[src/design/tilt_sqrt.sv]
// Pipelined integer square root, one result bit per register stage.
// Carries a side word along with each value; uses no package.
module tilt_sqrt #(
   parameter int VW = 48,
   parameter int RW = 24,
   parameter int SW = 72
) (
   input  logic          clock,
   input  logic          reset,
   input  logic          in_valid,
   input  logic [VW-1:0] in_value,
   input  logic [SW-1:0] in_side,
   output logic          out_valid,
   output logic [RW-1:0] out_root,
   output logic [SW-1:0] out_side
);

   localparam int TW = VW + 1;

   logic [VW-1:0] rem_ff   [RW];
   logic [RW-1:0] root_ff  [RW];
   logic [SW-1:0] side_ff  [RW];
   logic [RW-1:0] valid_ff;

   for (genvar k = 0; k < RW; k++) begin : g_stage
      localparam int BIT = RW - 1 - k;
      logic [VW-1:0] rem_prev;
      logic [RW-1:0] root_prev;
      logic [SW-1:0] side_prev;
      logic          valid_prev;
      logic [TW-1:0] trial;
      logic [TW-1:0] rem_ext;
      logic [VW-1:0] rem_in;
      logic [RW-1:0] root_in;

      if (k == 0) begin : g_first
         assign rem_prev   = in_value;
         assign root_prev  = '0;
         assign side_prev  = in_side;
         assign valid_prev = in_valid;
      end else begin : g_next
         assign rem_prev   = rem_ff[k-1];
         assign root_prev  = root_ff[k-1];
         assign side_prev  = side_ff[k-1];
         assign valid_prev = valid_ff[k-1];
      end

      always_comb begin
         trial   = (TW'(root_prev) << (BIT + 1)) | (TW'(1) << (2 * BIT));
         rem_ext = TW'(rem_prev);
         if (rem_ext >= trial) begin
            rem_in  = VW'(rem_ext - trial);
            root_in = root_prev | (RW'(1) << BIT);
         end else begin
            rem_in  = rem_prev;
            root_in = root_prev;
         end
      end

      always_ff @(posedge clock) begin
         if (reset) begin
            valid_ff[k] <= 1'b0;
         end else begin
            valid_ff[k] <= valid_prev;
         end
         rem_ff[k]  <= rem_in;
         root_ff[k] <= root_in;
         side_ff[k] <= side_prev;
      end
   end

   assign out_valid = valid_ff[RW-1];
   assign out_root  = root_ff[RW-1];
   assign out_side  = side_ff[RW-1];

endmodule

[config.mk]
export PLATFORM = sky130hd
export DESIGN_NAME = tilt_sqrt
export DESIGN_NICKNAME = d
export VERILOG_FILES = /design/src/design/tilt_sqrt.sv
export SDC_FILE = /design/constraint.sdc
export NUM_CORES = 2
export LEC_CHECK = 0
export BUFFER_PORTS_ARGS = -buffer_cell sky130_fd_sc_hd__buf_2
export CORE_MARGIN = 2
export CORE_UTILIZATION = 60
export CTS_CLUSTER_DIAMETER = 100
export DETAILED_ROUTE_END_ITERATION = 10
export PLACE_DENSITY = 0.84
export SLEW_MARGIN = 5
export SYNTH_ARGS = -nofsm -noshare
export SYNTH_HDL_FRONTEND = slang
export SYNTH_SLANG_ARGS = --single-unit
[constraint.sdc]
create_clock -name clock -period 4 [get_ports clock]
set_input_delay 0.2 -clock clock [delete_from_list [all_inputs] [get_ports clock]]
set_output_delay 0.2 -clock clock [all_outputs]
set_load 0.05 [all_outputs]
* Word level (Yosys, flattened, before mapping) *
Memories as Yosys holds them, arrays and structs flattened.
Index checks and enable logic that the tools add are counted.

word-level totals
  register bits after elaboration = 24
  memories kept = 3
  RAM bits = 3456

operators by class
  order comparisons = 24
  muxes and demuxes = 48
  $add $sub $neg = 24

memories
  memory   words  bits a word  read ports  clocked after memory_dff  write ports  RTL line  text
  side_ff  24     72           24          0                         24           22        logic [SW-1:0] side_ff [RW];
  rem_ff   24     48           23          0                         24           20        logic [VW-1:0] rem_ff [RW];
  root_ff  24     24           24          0                         24           21        logic [RW-1:0] root_ff [RW];

operators by type and width
  operator                                                        number
  48-bit two-way mux                                              24
  48-bit by 25-bit greater-or-equal comparator with 1-bit output  1
  48-bit by 26-bit greater-or-equal comparator with 1-bit output  1
  48-bit by 27-bit greater-or-equal comparator with 1-bit output  1
  48-bit by 28-bit greater-or-equal comparator with 1-bit output  1
  48-bit by 29-bit greater-or-equal comparator with 1-bit output  1
  48-bit by 30-bit greater-or-equal comparator with 1-bit output  1
  48-bit by 31-bit greater-or-equal comparator with 1-bit output  1
  48-bit by 32-bit greater-or-equal comparator with 1-bit output  1
  48-bit by 33-bit greater-or-equal comparator with 1-bit output  1
  48-bit by 34-bit greater-or-equal comparator with 1-bit output  1
  48-bit by 35-bit greater-or-equal comparator with 1-bit output  1
  48-bit by 36-bit greater-or-equal comparator with 1-bit output  1
  48-bit by 37-bit greater-or-equal comparator with 1-bit output  1
  48-bit by 38-bit greater-or-equal comparator with 1-bit output  1
  48-bit by 39-bit greater-or-equal comparator with 1-bit output  1
  48-bit by 40-bit greater-or-equal comparator with 1-bit output  1
  48-bit by 41-bit greater-or-equal comparator with 1-bit output  1
  48-bit by 42-bit greater-or-equal comparator with 1-bit output  1
  48-bit by 43-bit greater-or-equal comparator with 1-bit output  1
  48-bit by 44-bit greater-or-equal comparator with 1-bit output  1
  48-bit by 45-bit greater-or-equal comparator with 1-bit output  1
  48-bit by 46-bit greater-or-equal comparator with 1-bit output  1
  48-bit by 47-bit greater-or-equal comparator with 1-bit output  1
  49 further kinds                                                49

* Depth between registers and ports, before layout *
An unclocked memory read counts as a cell.

  depth after elaboration = 3
  depth in mapped cells = 14
  depth with buffers taken out = 12

* Worst setup path after synthesis *
OpenSTA, ideal clock, no wires.

  kind = register to register
  start point = memory root_ff[20][22] (netlist: root_ff[2][118])
  end point = memory rem_ff[21][44] (netlist: rem_ff[2][284])
  path buffers = 1
  clock period less this slack = 3.049 ns
  required time = 3.882 ns
  path slack = 0.951 ns
  cell stages (with the launch flop) = 11
  setup time = 0.118 ns
  arrival = 2.931 ns
  cells stage by stage = dfxtp_1 inv_1 ha_1 clkbuf_1 nand4b_1 or4_1 o311ai_1 o2111a_1 and2_1 or3b_2 xnor2_1

RTL lines
  what             RTL line
  start, declared  21
  end, declared    20

==> results.py <==
metrics = {
    "worst_setup_path": {
        "critPathLaunch": "root_ff[2][55]$_DFF_P_",
        "reg2reg_depth": 11,
        "r2r_start": "root_ff[2][55]$_DFF_P_",
        "worst_setup_path_start_kind": "flop",
        "worstSetupPathType": "flop to flop",
        "timing.rr.end": "rem_ff[2][180]$_DFF_P_",
        "cp-end-kind": "flop",
        "worstPathArrival_ns": 4.61,
        "cp_max_fo": 5,
        "r2r_slack_ns": 0.12,
        "endpoint": "rem_ff[2][180]$_DFF_P_",
        "crit_required_ns": 4.73,
    },
    "synthesis": {
        "synth_cell_types": 82,
        "async_flop_share_pct": 0,
        "synthSimpleGateAreaFrac_pct": 9.15,
        "synth_warnings": 0,
        "yosys-top-cells-area": "dfxtp_1 72%, ha_1 4.6%, xnor2_1 2.7%",
        "synth_compound_area_share_pct": 6.65,
        "ys_seq_area_share_pct": 72.0,
        "ys_seq_elements": 3156,
        "synthAdderAreaFrac_pct": 4.59,
        "syn_avg_cell_area_um2": 12.5,
        "syn_nets": 7461,
        "synth_top_family_by_area": "simple AND/OR/NAND/NOR gates",
        "synth_edf_count": 0,
        "synth_mux_area_share_pct": 0.692,
        "syn_inst": 7016,
        "synth.top_cell.area_share_pct": 72.0,
        "yosys.area.top_type": "dfxtp_1",
        "syn_area_um2": 87700,
        "synthFlopType": "dfxtp_1",
        "yosys.area_share.xor_xnor_pct": 4.66,
    },
    "run_status": {
        "status": "finished clean",
    },
    "cells_and_area": {
        "final_cell_mix": "3156 x dfxtp_1, 429 x inv_1, 351 x nand2_1",
        "layout.cells.non_filler": 9860,
        "final_util_pct": 71.2,
        "n_fill_cell": 9282,
        "layout_commonest_cell": "dfxtp_1",
        "layout-drive-gt1-share_pct": 10.3,
        "final_net_count": 8170,
        "areaGrowthSynthToFinish_pct": 18.0,
    },
    "sta": {
        "worst_pin_slew_ns": 1.11,
        "max_freq_ghz": 0.258,
        "hold_viol": 0,
        "slew_viol_final": 0,
        "relSlewSlack_pct": 25.0,
        "setup_viol": 0,
        "hold_slack_ns": 0.0722,
        "finalCriticalPeriod_ns": 3.88,
        "fin_crit_sh_pct": 97.0,
        "tns_ns": 0,
        "grt_setup_unrepaired": "no",
        "finClkSkew_ns": 0.0938,
    },
    "clock_network": {
        "clockBufferDepth": 4,
        "cts_setup_buffers": 0,
        "cts_made_buffers": 303,
        "cts.sinks": 3156,
        "clk_latency_ns": 0.92,
        "h-tree-depth": 5,
        "clkSlewWorstSetupHoldPaths_ns": 0.06,
        "clockRootBuffer": "clkbuf_16",
        "tritoncts": "done",
    },
    "drt": {
        "drtIter0Drc": 2606,
        "wirelength_um": 178000,
        "drcViolationCount": 0,
        "vias": 51078,
        "drt-wirelength-per-cell_um": 18.1,
        "vias_per_cell": 5.18,
        "ant_nets": 0,
        "firstDrtPassIters": 5,
    },
    "floorplan": {
        "ios": 220,
        "die_width_um": 386,
        "dieArea_um2": 149000,
        "core_um2": 145000,
        "die_height_um": 386,
        "rows": 140,
        "initial_core_util_pct": 60.3,
    },
    "global_route": {
        "grt.overflow.total": 0,
        "first_global_vias": 54429,
        "antenna_found_initial": 8,
        "grt_max_degree": 60,
        "grt_pass1_wl_um": 281000,
        "track_usage_pct": 23.7,
    },
    "pwr": {
        "p_leak_nw": 46.1,
        "irDropWorstVdd_uv": 556,
        "pwr_density_cell_nw_per_um2": 764,
    },
    "placement": {
        "placedCellCount": 9099,
        "place.gp.congestion": 0.909,
        "port_buffers": 219,
        "hpwl_um": 110000,
    },
    "hold_path": {
        "hold_class": "primary input to flop",
    },
    "job": {
        "drv_cap": 0,
    },
}
how the worst min path moves through the flow:
stage                      startpoint                endpoint  depth (start not counted)
after floorplan           in_value[0]    rem_ff[0][0]$_DFF_P_                          0
after global placement    in_side[70]  side_ff[0][70]$_DFF_P_                          1
after detailed placement  in_side[33]  side_ff[0][33]$_DFF_P_                          1
after CTS                 in_side[14]  side_ff[0][14]$_DFF_P_                          2
after global routing      in_side[58]  side_ff[0][58]$_DFF_P_                          2
final                     in_side[58]  side_ff[0][58]$_DFF_P_                          2
timing repair:
action | CTS | global route
gates resized for setup | 0 | 2
hold buffers | 238 | 0
setup endpoints to repair | 0 | 7
endpoints found under the hold margin | 145 | 0
Yosys cell counts (10+ instances only):
cell / instances
nand4_1: 76
dfxtp_1: 3156
nor4b_1: 25
o31ai_1: 36
o21ai_0: 238
mux2i_1: 10
nor2b_1: 63
a211o_1: 13
a21boi_0: 13
and3_1: 22
o211ai_1: 12
inv_1: 429
clkbuf_1: 70
nor3_1: 158
a31oi_1: 23
or3_1: 41
nor4_1: 180
xnor2_1: 268
mux2_2: 37
or2_2: 15
or4_1: 32
o31a_1: 10
a211oi_1: 17
o21a_1: 67
nand3_1: 86
nor3b_1: 13
nand4b_1: 15
nand3b_1: 23
xor2_1: 199
a21oi_1: 303
a21o_1: 107
ha_1: 322
nand2_1: 351
nor2_1: 340
and2_1: 16
nand2b_1: 72
o21bai_1: 31
state kept, by name (all words and copies together), names as in the netlist:
signal,flops
g_stage.valid_prev,23
out_valid,1
rem_ff,1104
root_ff,300
side_ff,1728
cell families (layout without fill, tap and decap cells):
| family | Yosys count | after routing |
|---|---|---|
| XOR/XNOR | 467 | 467 |
| other | 0 | 6 |
| adder cells (fa/ha/maj) | 322 | 322 |
| buffers and inverters | 516 | 1437 |
| AND/OR/NAND/NOR | 1560 | 1560 |
| multiplexers | 53 | 53 |
| AO/OA/AOI/OAI | 942 | 942 |
| flip-flops | 3156 | 3156 |
metrics by stage:
| stage | area (um2) | setup slack, ns | power, mW |
|---|---|---|---|
| after floorplan | 87700 | 0.951 | 47.2 |
| final | 104000 | 0.118 | 79.1 |
| after global routing | 104000 | 0.0535 | 82.6 |
| after CTS | 104000 | 0.187 | 79.4 |
| after global placement | 91200 | 0.118 | 50.2 |
| after detailed placement | 91200 | 0.238 | 50.7 |
layer usage:
| metal | global-route usage (%) | vias to the layer above | wire, um |
|---|---|---|---|
| met5 | 0 | - | 13 |
| met2 | 45.9 | 1409 | 96200 |
| met4 | 10.1 | 2 | 6520 |
| met1 | 24.6 | 24190 | 67400 |
| li1 | - | 25027 | - |
| met3 | 4.59 | 450 | 8050 |
critical path, cell delays in order (launching register included):
cell and delay [ns]:
dfxtp_1 0.35, inv_1 0.06, ha_1 0.31, or4b_2 0.58, nor4_1 0.49, a41o_1 0.31, nand2_1 0.07, nand3_1 0.16
nor3b_1 0.49, nand3_1 0.20, or4b_1 0.55, xnor2_1 0.15
power by group:
group          leakage (nW)  internal (mW)  switching [mW]  total (mW)
registers              26.5           35.7            2.86        38.5
clock network          4.90           16.9            11.6        28.4
logic                  14.7           5.35            6.76        12.1
total                  46.1           57.9            21.2        79.1
cell type report:
type                       count  area [um2]  share of cell area (%)
clock inverter               111        1400                    1.35
timing repair buffer         490        3730                    3.60
tap                         1917        2400                    2.32
antenna                        6        15.0                  0.0145
inverter                     430        1610                    1.56
multi-input combinational   3344       22600                    21.9
clock buffer                 406        8580                    8.29
sequential                  3156       63200                    61.0
Note: power is estimated with default switching activity, not from simulation.
